==> src/rtl/assert_macros.svh <==
// Assertion helpers shared by the RTL.
// Both macros expect a clock named clk and a reset named rst in scope.
`ifndef ASSERT_MACROS_SVH
`define ASSERT_MACROS_SVH

// Condition must hold on every clock edge outside reset.
`define ASSERT_ALWAYS(label, cond, msg) \
  label: assert property (@(posedge clk) disable iff (rst) (cond)) else $error(msg);

// When ante holds, cons must hold on the next edge.
`define ASSERT_NEXT(label, ante, cons, msg) \
  label: assert property (@(posedge clk) disable iff (rst) (ante) |=> (cons)) else $error(msg);

`endif

==> src/rtl/bia_pkg.sv <==
`timescale 1ns / 1ps
// ----------------------------------------------------------------------------
// bia_pkg
// Shared constants, types and helpers for the bitmap identifier allocator.
// ----------------------------------------------------------------------------
package bia_pkg;

  localparam int MAP_BYTES = 4096;
  localparam int ADDR_W    = (MAP_BYTES > 1) ? $clog2(MAP_BYTES) : 1;
  localparam int CNT_W     = $clog2(MAP_BYTES + 1);
  localparam int ID_W      = ADDR_W + 3;
  localparam int FREE_ID_W = 16;
  localparam int GID_W     = 15;
  localparam int STATUS_W  = 2;
  localparam int CMP_W     = FREE_ID_W + 1;
  localparam int ID_LIMIT  = MAP_BYTES * 8;

  localparam logic OP_ALLOC = 1'b0;
  localparam logic OP_FREE  = 1'b1;

  localparam logic [STATUS_W-1:0] ST_OK    = 2'd0;
  localparam logic [STATUS_W-1:0] ST_FULL  = 2'd1;
  localparam logic [STATUS_W-1:0] ST_RANGE = 2'd2;

  localparam logic [7:0] BYTE_FULL = 8'hff;
  localparam logic [7:0] BIT0      = 8'h01;

  typedef struct packed {
    logic              we;
    logic [ADDR_W-1:0] waddr;
    logic [7:0]        wdata;
    logic              re;
    logic [ADDR_W-1:0] raddr;
  } mem_req_t;

  typedef struct packed {
    logic                valid;
    logic [STATUS_W-1:0] status;
    logic [GID_W-1:0]    gid;
  } res_t;

  // Lowest clear bit of a byte; 7 when only bit 7 is clear (or none).
  function automatic logic [2:0] low_clear(input logic [7:0] v);
    logic [2:0] r;
    r = 3'd7;
    for (int i = 7; i >= 0; i--) begin
      if (!v[i]) r = 3'(i);
    end
    return r;
  endfunction

  // Fit a full identifier into the granted id field (truncate or extend).
  function automatic logic [GID_W-1:0] to_gid(input logic [ID_W-1:0] id);
    logic [ID_W+GID_W-1:0] t;
    t = {{GID_W{1'b0}}, id};
    return t[GID_W-1:0];
  endfunction

endpackage

==> src/rtl/bia_ctrl.sv <==
`timescale 1ns / 1ps
// ----------------------------------------------------------------------------
// bia_ctrl
// Request sequencer: first-fit scan, free read-modify-write, fill tracking.
// ----------------------------------------------------------------------------
`include "assert_macros.svh"

module bia_ctrl (
  input  logic                             clk,
  input  logic                             rst,
  input  logic                             in_valid,
  output logic                             in_stall,
  input  logic                             op,
  input  logic [bia_pkg::FREE_ID_W-1:0]    free_id,
  input  logic                             out_free,
  output bia_pkg::mem_req_t                mem_req,
  input  logic [7:0]                       rd_data,
  output bia_pkg::res_t                    res
);
  import bia_pkg::*;

  localparam logic [1:0] S_IDLE = 2'd0;
  localparam logic [1:0] S_SCAN = 2'd1;
  localparam logic [1:0] S_FREE = 2'd2;
  localparam logic [1:0] S_RESP = 2'd3;

  logic [1:0]          state, state_next;
  logic [CNT_W-1:0]    fill, fill_next;        // bytes at or above read as zero
  logic [CNT_W-1:0]    scan_addr, scan_addr_next;
  logic [ADDR_W-1:0]   chk_addr, chk_addr_next;
  logic                chk_valid, chk_valid_next;
  logic [ADDR_W-1:0]   byte_r, byte_next;
  logic [2:0]          bit_r, bit_next;
  logic [STATUS_W-1:0] status_r, status_next;
  logic [GID_W-1:0]    gid_r, gid_next;

  logic       accept;
  logic [2:0] lc;

  assign in_stall = (state != S_IDLE);
  assign accept   = in_valid && !in_stall;
  assign lc       = low_clear(rd_data);

  always_comb begin
    state_next     = state;
    fill_next      = fill;
    scan_addr_next = scan_addr;
    chk_addr_next  = chk_addr;
    chk_valid_next = chk_valid;
    byte_next      = byte_r;
    bit_next       = bit_r;
    status_next    = status_r;
    gid_next       = gid_r;
    mem_req        = '0;
    res            = '0;

    unique case (state)
      S_IDLE: begin
        if (accept) begin
          if (op == OP_FREE) begin
            status_next = ST_OK;
            gid_next    = '0;
            if (CMP_W'(free_id) >= CMP_W'(ID_LIMIT)) begin
              status_next = ST_RANGE;
              state_next  = S_RESP;
            end else if (CMP_W'(free_id[FREE_ID_W-1:3]) >= CMP_W'(fill)) begin
              // never written, already free
              state_next = S_RESP;
            end else begin
              mem_req.re    = 1'b1;
              mem_req.raddr = ADDR_W'(free_id[FREE_ID_W-1:3]);
              byte_next     = ADDR_W'(free_id[FREE_ID_W-1:3]);
              bit_next      = free_id[2:0];
              state_next    = S_FREE;
            end
          end else begin
            scan_addr_next = '0;
            chk_valid_next = 1'b0;
            state_next     = S_SCAN;
          end
        end
      end

      S_SCAN: begin
        if (chk_valid && rd_data != BYTE_FULL) begin
          mem_req.we    = 1'b1;
          mem_req.waddr = chk_addr;
          mem_req.wdata = rd_data | (BIT0 << lc);
          status_next   = ST_OK;
          gid_next      = to_gid({chk_addr, lc});
          state_next    = S_RESP;
        end else if (scan_addr == fill) begin
          if (fill == CNT_W'(MAP_BYTES)) begin
            status_next = ST_FULL;
            gid_next    = '0;
          end else begin
            // first untouched byte: still all zero
            mem_req.we    = 1'b1;
            mem_req.waddr = fill[ADDR_W-1:0];
            mem_req.wdata = BIT0;
            fill_next     = fill + 1'b1;
            status_next   = ST_OK;
            gid_next      = to_gid({fill[ADDR_W-1:0], 3'd0});
          end
          state_next = S_RESP;
        end else begin
          mem_req.re     = 1'b1;
          mem_req.raddr  = scan_addr[ADDR_W-1:0];
          chk_addr_next  = scan_addr[ADDR_W-1:0];
          chk_valid_next = 1'b1;
          scan_addr_next = scan_addr + 1'b1;
        end
      end

      S_FREE: begin
        mem_req.we    = 1'b1;
        mem_req.waddr = byte_r;
        mem_req.wdata = rd_data & ~(BIT0 << bit_r);
        state_next    = S_RESP;
      end

      S_RESP: begin
        res.valid  = out_free;
        res.status = status_r;
        res.gid    = gid_r;
        if (out_free) state_next = S_IDLE;
      end

      default: state_next = S_IDLE;
    endcase
  end

  always_ff @(posedge clk) begin
    if (rst) begin
      state     <= S_IDLE;
      fill      <= '0;
      chk_valid <= 1'b0;
    end else begin
      state     <= state_next;
      fill      <= fill_next;
      chk_valid <= chk_valid_next;
    end
  end

  always_ff @(posedge clk) begin
    scan_addr <= scan_addr_next;
    chk_addr  <= chk_addr_next;
    byte_r    <= byte_next;
    bit_r     <= bit_next;
    status_r  <= status_next;
    gid_r     <= gid_next;
  end

  `ASSERT_ALWAYS(a_fill_bound, fill <= CNT_W'(MAP_BYTES), "fill count past map size")
  `ASSERT_ALWAYS(a_write_in_fill, !mem_req.we || CNT_W'(mem_req.waddr) <= fill, "write above fill")
  `ASSERT_NEXT(a_accept_busy, accept, state != S_IDLE, "accepted request left idle")

endmodule

==> config.mk <==
export PLATFORM = sky130hd
export DESIGN_NAME = bia_ctrl
export DESIGN_NICKNAME = d
export VERILOG_FILES = /design/src/rtl/bia_pkg.sv /design/src/rtl/bia_ctrl.sv
export VERILOG_INCLUDE_DIRS = /design/src /design/src/rtl
export SDC_FILE = /design/constraint.sdc
export NUM_CORES = 1
export LEC_CHECK = 0
export ABC_AREA = 1
export BUFFER_PORTS_ARGS = -buffer_cell sky130_fd_sc_hd__buf_2
export CORE_UTILIZATION = 51
export CTS_CLUSTER_SIZE = 40
export DETAILED_ROUTE_END_ITERATION = 7
export GPL_ROUTABILITY_DRIVEN = 0
export PLACE_DENSITY = 0.77
export SLEW_MARGIN = 10
export SYNTH_ARGS = -nofsm -noshare
export SYNTH_HDL_FRONTEND = slang
export SYNTH_SLANG_ARGS = --single-unit
==> constraint.sdc <==
create_clock -name clk -period 3.45 [get_ports clk]
set_input_delay 0.5175 -clock clk [delete_from_list [all_inputs] [get_ports clk]]
set_output_delay 0.5175 -clock clk [all_outputs]
set_load 0.02 [all_outputs]
* Word-level counts from Yosys, hierarchy flattened
Index checks and enable logic that the tools add are counted. Widths: inputs -> output; s select.
Storage, ports and cells: word-level logic and storage cells 98, input bits 29, register bits after elaboration 73
Operators by class: add/subtract/negate cells 2, bitwise logic cells 8, muxes and demuxes 50, reductions and logical operators 12, shift-type cells 2, order comparisons 2, eq/ne operators 13
Operator list (count):
- $mux 13 | 10
- $mux 15 | 5
- $mux 21 | 3
- $pmux 13 s2 | 2
- $pmux 21 s2 | 1
- $pmux 15 s2 | 1
- $add 13x1->13 const B | 2
- $mux 2 | 11
- $mux 18 | 1
- $ge 16x16->1 const B | 1
- $shl 1x3->8 const A | 2
- $mux 3 | 5
- $eq 13x13->1 | 1
- $eq 13x13->1 const B | 1
- $ge 13x13->1 | 1
- $ne 2x2->1 const B | 6
- $reduce_and 5->1 | 2
- $and 8x8->8 | 1
- $mux 1 | 8
- $ne 8x8->1 const B | 1
- $not 8->8 | 1
- $or 8x8->8 | 1
- $pmux 2 s4 | 1
- $reduce_and 4->1 | 2
- 11 further kinds | 19

* Depth between registers and ports, before layout
depth after elaboration 11, mapped depth 13

* Worst setup path before layout
No wires, ideal clock.
path type reg2reg, from register scan_addr[6], to register gid_r[0] (enable), clock period less this slack 3.387 ns, data required time 3.015 ns, slack 0.063 ns, setup time 0.435 ns, stages on the path, launching flop included 11, path buffers 0, data arrival time 2.952 ns, cell sequence edfxtp_1 -> inv_1 -> nand2_1 -> nand2_1 -> nor2_1 -> nand2_1 -> nor2_1 -> nand2_2 -> nand2_2 -> inv_1 -> nor4_1
On the way: cells in the longest elaborated chain, start to end 3
RTL lines:
- from (decl) | line bia_ctrl.sv:29 | logic [CNT_W-1:0] scan_addr, scan_addr_next;
- from (signal assigned) | line bia_ctrl.sv:146 | scan_addr <= scan_addr_next;
- $eq 13x13->1 | line bia_ctrl.sv:92 | end else if (scan_addr == fill) begin
- $ne 3x3->1 (no line)
- $reduce_and 4->1 (no line)
- to (signal assigned) | line bia_ctrl.sv:151 | gid_r <= gid_next;
- to (decl) | line bia_ctrl.sv:35 | logic [GID_W-1:0] gid_r, gid_next;
Every way passes these cells. A chain may end at the register's enable or synchronous reset.

==> impl_results.md <==
- R2R Path End: byte_r[2]
- HPWL Detailed: 9540 µm
- Worst setup EP type: output pin
- Congestion Overflow GR: 0
- RSZ-0062 raised after global routing: no
- First-pass GRT wire length: just over 20000 µm
- Fmax: 319 MHz
- Internal Pwr Total: between 2000 and 2500 µW
- Synth Warn #: 0
- Io pins: 82
- Pin count of the biggest net entering global routing: 20
- Crit path DAT: 2.62 ns
- P&R area growth vs syn: 14.9%
- Htree depth: 3
- Startpoint Class: register
- Final net count: ~740
- All-Layer GR Usage: around 28%
- Reg area: between 2000 and 2500 µm²
- Area of the multi-input gates: approximately 2100 µm²
- Via/cell ratio: ~5.6
- Share of layout cells above drive strength 1: between 15 and 20%
- DRC: 0
- Sequential share of power: between 40 and 50%
- Hold_sp: free_id[1]
- Root Driver: clkbuf_8
- Slew Limit Fails: 0
- Cts hold-fix bufs: 0
- Asr flop ratio synth: 0%
- Reg2reg setup slack: around 0.74 ns
- Vias in the first global route: just over 4000
- HP Class: in2reg
- Critical Setup Path Class: reg2out
- Final hold vios: 0
- Final period util: between 90% and 100%
- Num Clock Sinks: 73
- Worst relative slew slack: between 50% and 60%
- Worst r2r path cells: 9
- Worst-Margin Slew: ~0.66 ns
- Peak fanout along the critical path: 14
- Fin Setup TNS: 0 ns
- Width of the die: roughly 97 µm
- Seq/Total Area, Yosys: between 40 and 50%
- Synthesized flop and latch total: 73
- Die area: just over 9000 µm²
- Outcome: completed
- # diodes: 0
- Clock share of power: between 10% and 20%
- Critical path required time: 2.93 ns
- Final worst clock skew: around 0.0079 ns
- Synthesized instance count: approximately 600
- Number of synthesized flops with an enable pin: between 50 and 60
- Hold endpoint: bit_r[1]
- Worst-Skew Late Latency: about 0.35 ns
- Initial drt markers: 504
- CTS tree: done
- Most frequent cells in the layout: nand2_1, inv_1, buf_2
- Routed via count: about 4500
- VDD IR-drop max: 0.357 mV
- Initial Utilization: between 50% and 60%
- Combinational Power Share: 41.0%
- Post-Synthesis Cell Area: approximately 4600 µm²
- # setup viols final: 0
- TritonCTS Buffers: 9
- Top cells by area, synth: edfxtp_1, nand2_1, inv_1, dfxtp_1, ha_1
- PnR Total Power: around 3600 µW
- Die extent in y: between 90 and 100 µm
- Wirelength per Cell: approximately 16 µm
- Hold path cells: 1
- Core Region: 8680 µm²
- Hold WS: ~0.34 ns
- Dominant synthesized flop cell: edfxtp_1
- Leakage: 0.00249 µW
- First drt pass iteration count: 5
- Clk pin slew, worst setup/hold paths: 0.08 ns
- Avg Cell Area, Syn: 7.51 µm²
- Clk buf depth: 2
- Switching portion of total power: around 43%
- Most common cell after layout, fill and taps aside: nand2_1
- RR Startpoint: fill[12]
- Final WL: 12600 µm
- Area leader, netlist: edfxtp_1
- Number of max-cap violations: 0
- Final ANT Viol Nets: 0
- Min Tclk post-route: between 3 and 4 ns
- Area share of the largest cell type after synthesis: approximately 37%
- Synth unique cells: 29
- Fill cells: around 800
- Switch Pwr: 1570 µW
- # rows: 34
- Pwr/cell area: around 700 nW/µm²
- Initial antenna violation count: 0
- Synthesized Nets: around 660
- # port buffers: 81
## registers in the layout, summed over array words and instances, names as in the netlist
| signal | count |
|---|---|
| bit_r | 3 |
| byte_r | 12 |
| chk_addr | 12 |
| chk_valid | 1 |
| fill | 13 |
| gid_r | 15 |
| scan_addr | 13 |
| state | 2 |
| status_r | 2 |
## power groups by stage
stage / registers, µW / clock network [µW] / logic [µW]
floorplan: 1420 / 0 / 1020
global placement: 1480 / 0 / 1440
detailed placement: 1490 / 0 / 1470
CTS: 1470 / 655 / 1470
global route: 1500 / 701 / 1640
finish: 1480 / 654 / 1480
## logic make-up (layout without fill, tap and decap cells)
group	count (synthesis)	after routing	synth area share, %
simple gates	290	290	26.1
xor+xnor	12	12	2.30
fa+ha+maj	20	20	5.47
buf+inv	116	201	9.91
flops	73	73	44.5
compound gates	98	98	11.8
## layer usage
layer  wire length (µm)  up-vias  part of all wire, %  track usage [%]
li1                   -     2156                    -                -
met1               5490     2010                   44             38.6
met2               5640      266                   45             43.0
met3               1170       28                  9.3             6.07
met4                281        0                  2.2             9.18
met5                  0        -                    0                0
## critical path, stage by stage (launching register included)
cell     delay (ns)
dfxtp_1        0.45
inv_1          0.19
ha_1           0.35
a21oi_1        0.16
o21ai_0        0.11
nor2_1         0.11
nand3_1        0.07
nor2_1         0.16
nand2_2        0.22
o22ai_1        0.25
buf_2          0.21
## area by class of cell
class	instances	area share, %
multi-input cells	420	39.9
well taps	108	2.57
clock inverters	4	0.881
flip-flops and latches	73	38.7
inverters	100	7.14
clock buffers	12	2.57
repair buffers	85	8.29
## how the worst max path moves through the flow
stage | start | endpoint | slack [ns] | cells after the start
6_report | fill[12] | mem_req[3] | 0.31 | 10
4_1_cts | fill[12] | mem_req[4] | 0.28 | 10
5_1_grt | fill[8] | mem_req[9] | 0.14 | 12
3_3_place_gp | free_id[7] | mem_req[9] | 0.62 | 12
3_5_place_dp | free_id[7] | mem_req[4] | 0.57 | 12
2_1_floorplan | scan_addr[6] | gid_r[0] | 0.06 | 10
## Yosys cell counts, types with 8 or more instances
library cell,n
dfxtp_1,16
nand3_1,27
o22ai_1,21
o21ai_0,22
nor3_1,10
nand4_1,8
inv_1,88
inv_2,11
xor2_1,12
nand2_1,185
ha_1,20
nor2_1,50
edfxtp_1,57
clkbuf_1,9
a21oi_1,48
## per-stage QoR
step	instances	utilization [%]	setup WS (ns)	cell area, µm²
after floorplan	609	-	0.0633	4570
after global placement	786	58.4	0.624	5070
after detailed placement	786	58.4	0.570	5070
after CTS	802	60.5	0.276	5250
after global routing	802	60.5	0.145	5250
final	802	60.5	0.312	5250
## timing repair
| item | CTS | global route |
|---|---|---|
| resized for setup | 0 | 1 |
| setup endpoints to repair | 0 | 1 |
| buffers inserted | 0 | 0 |
Note: power is estimated with default switching activity, not from simulation.
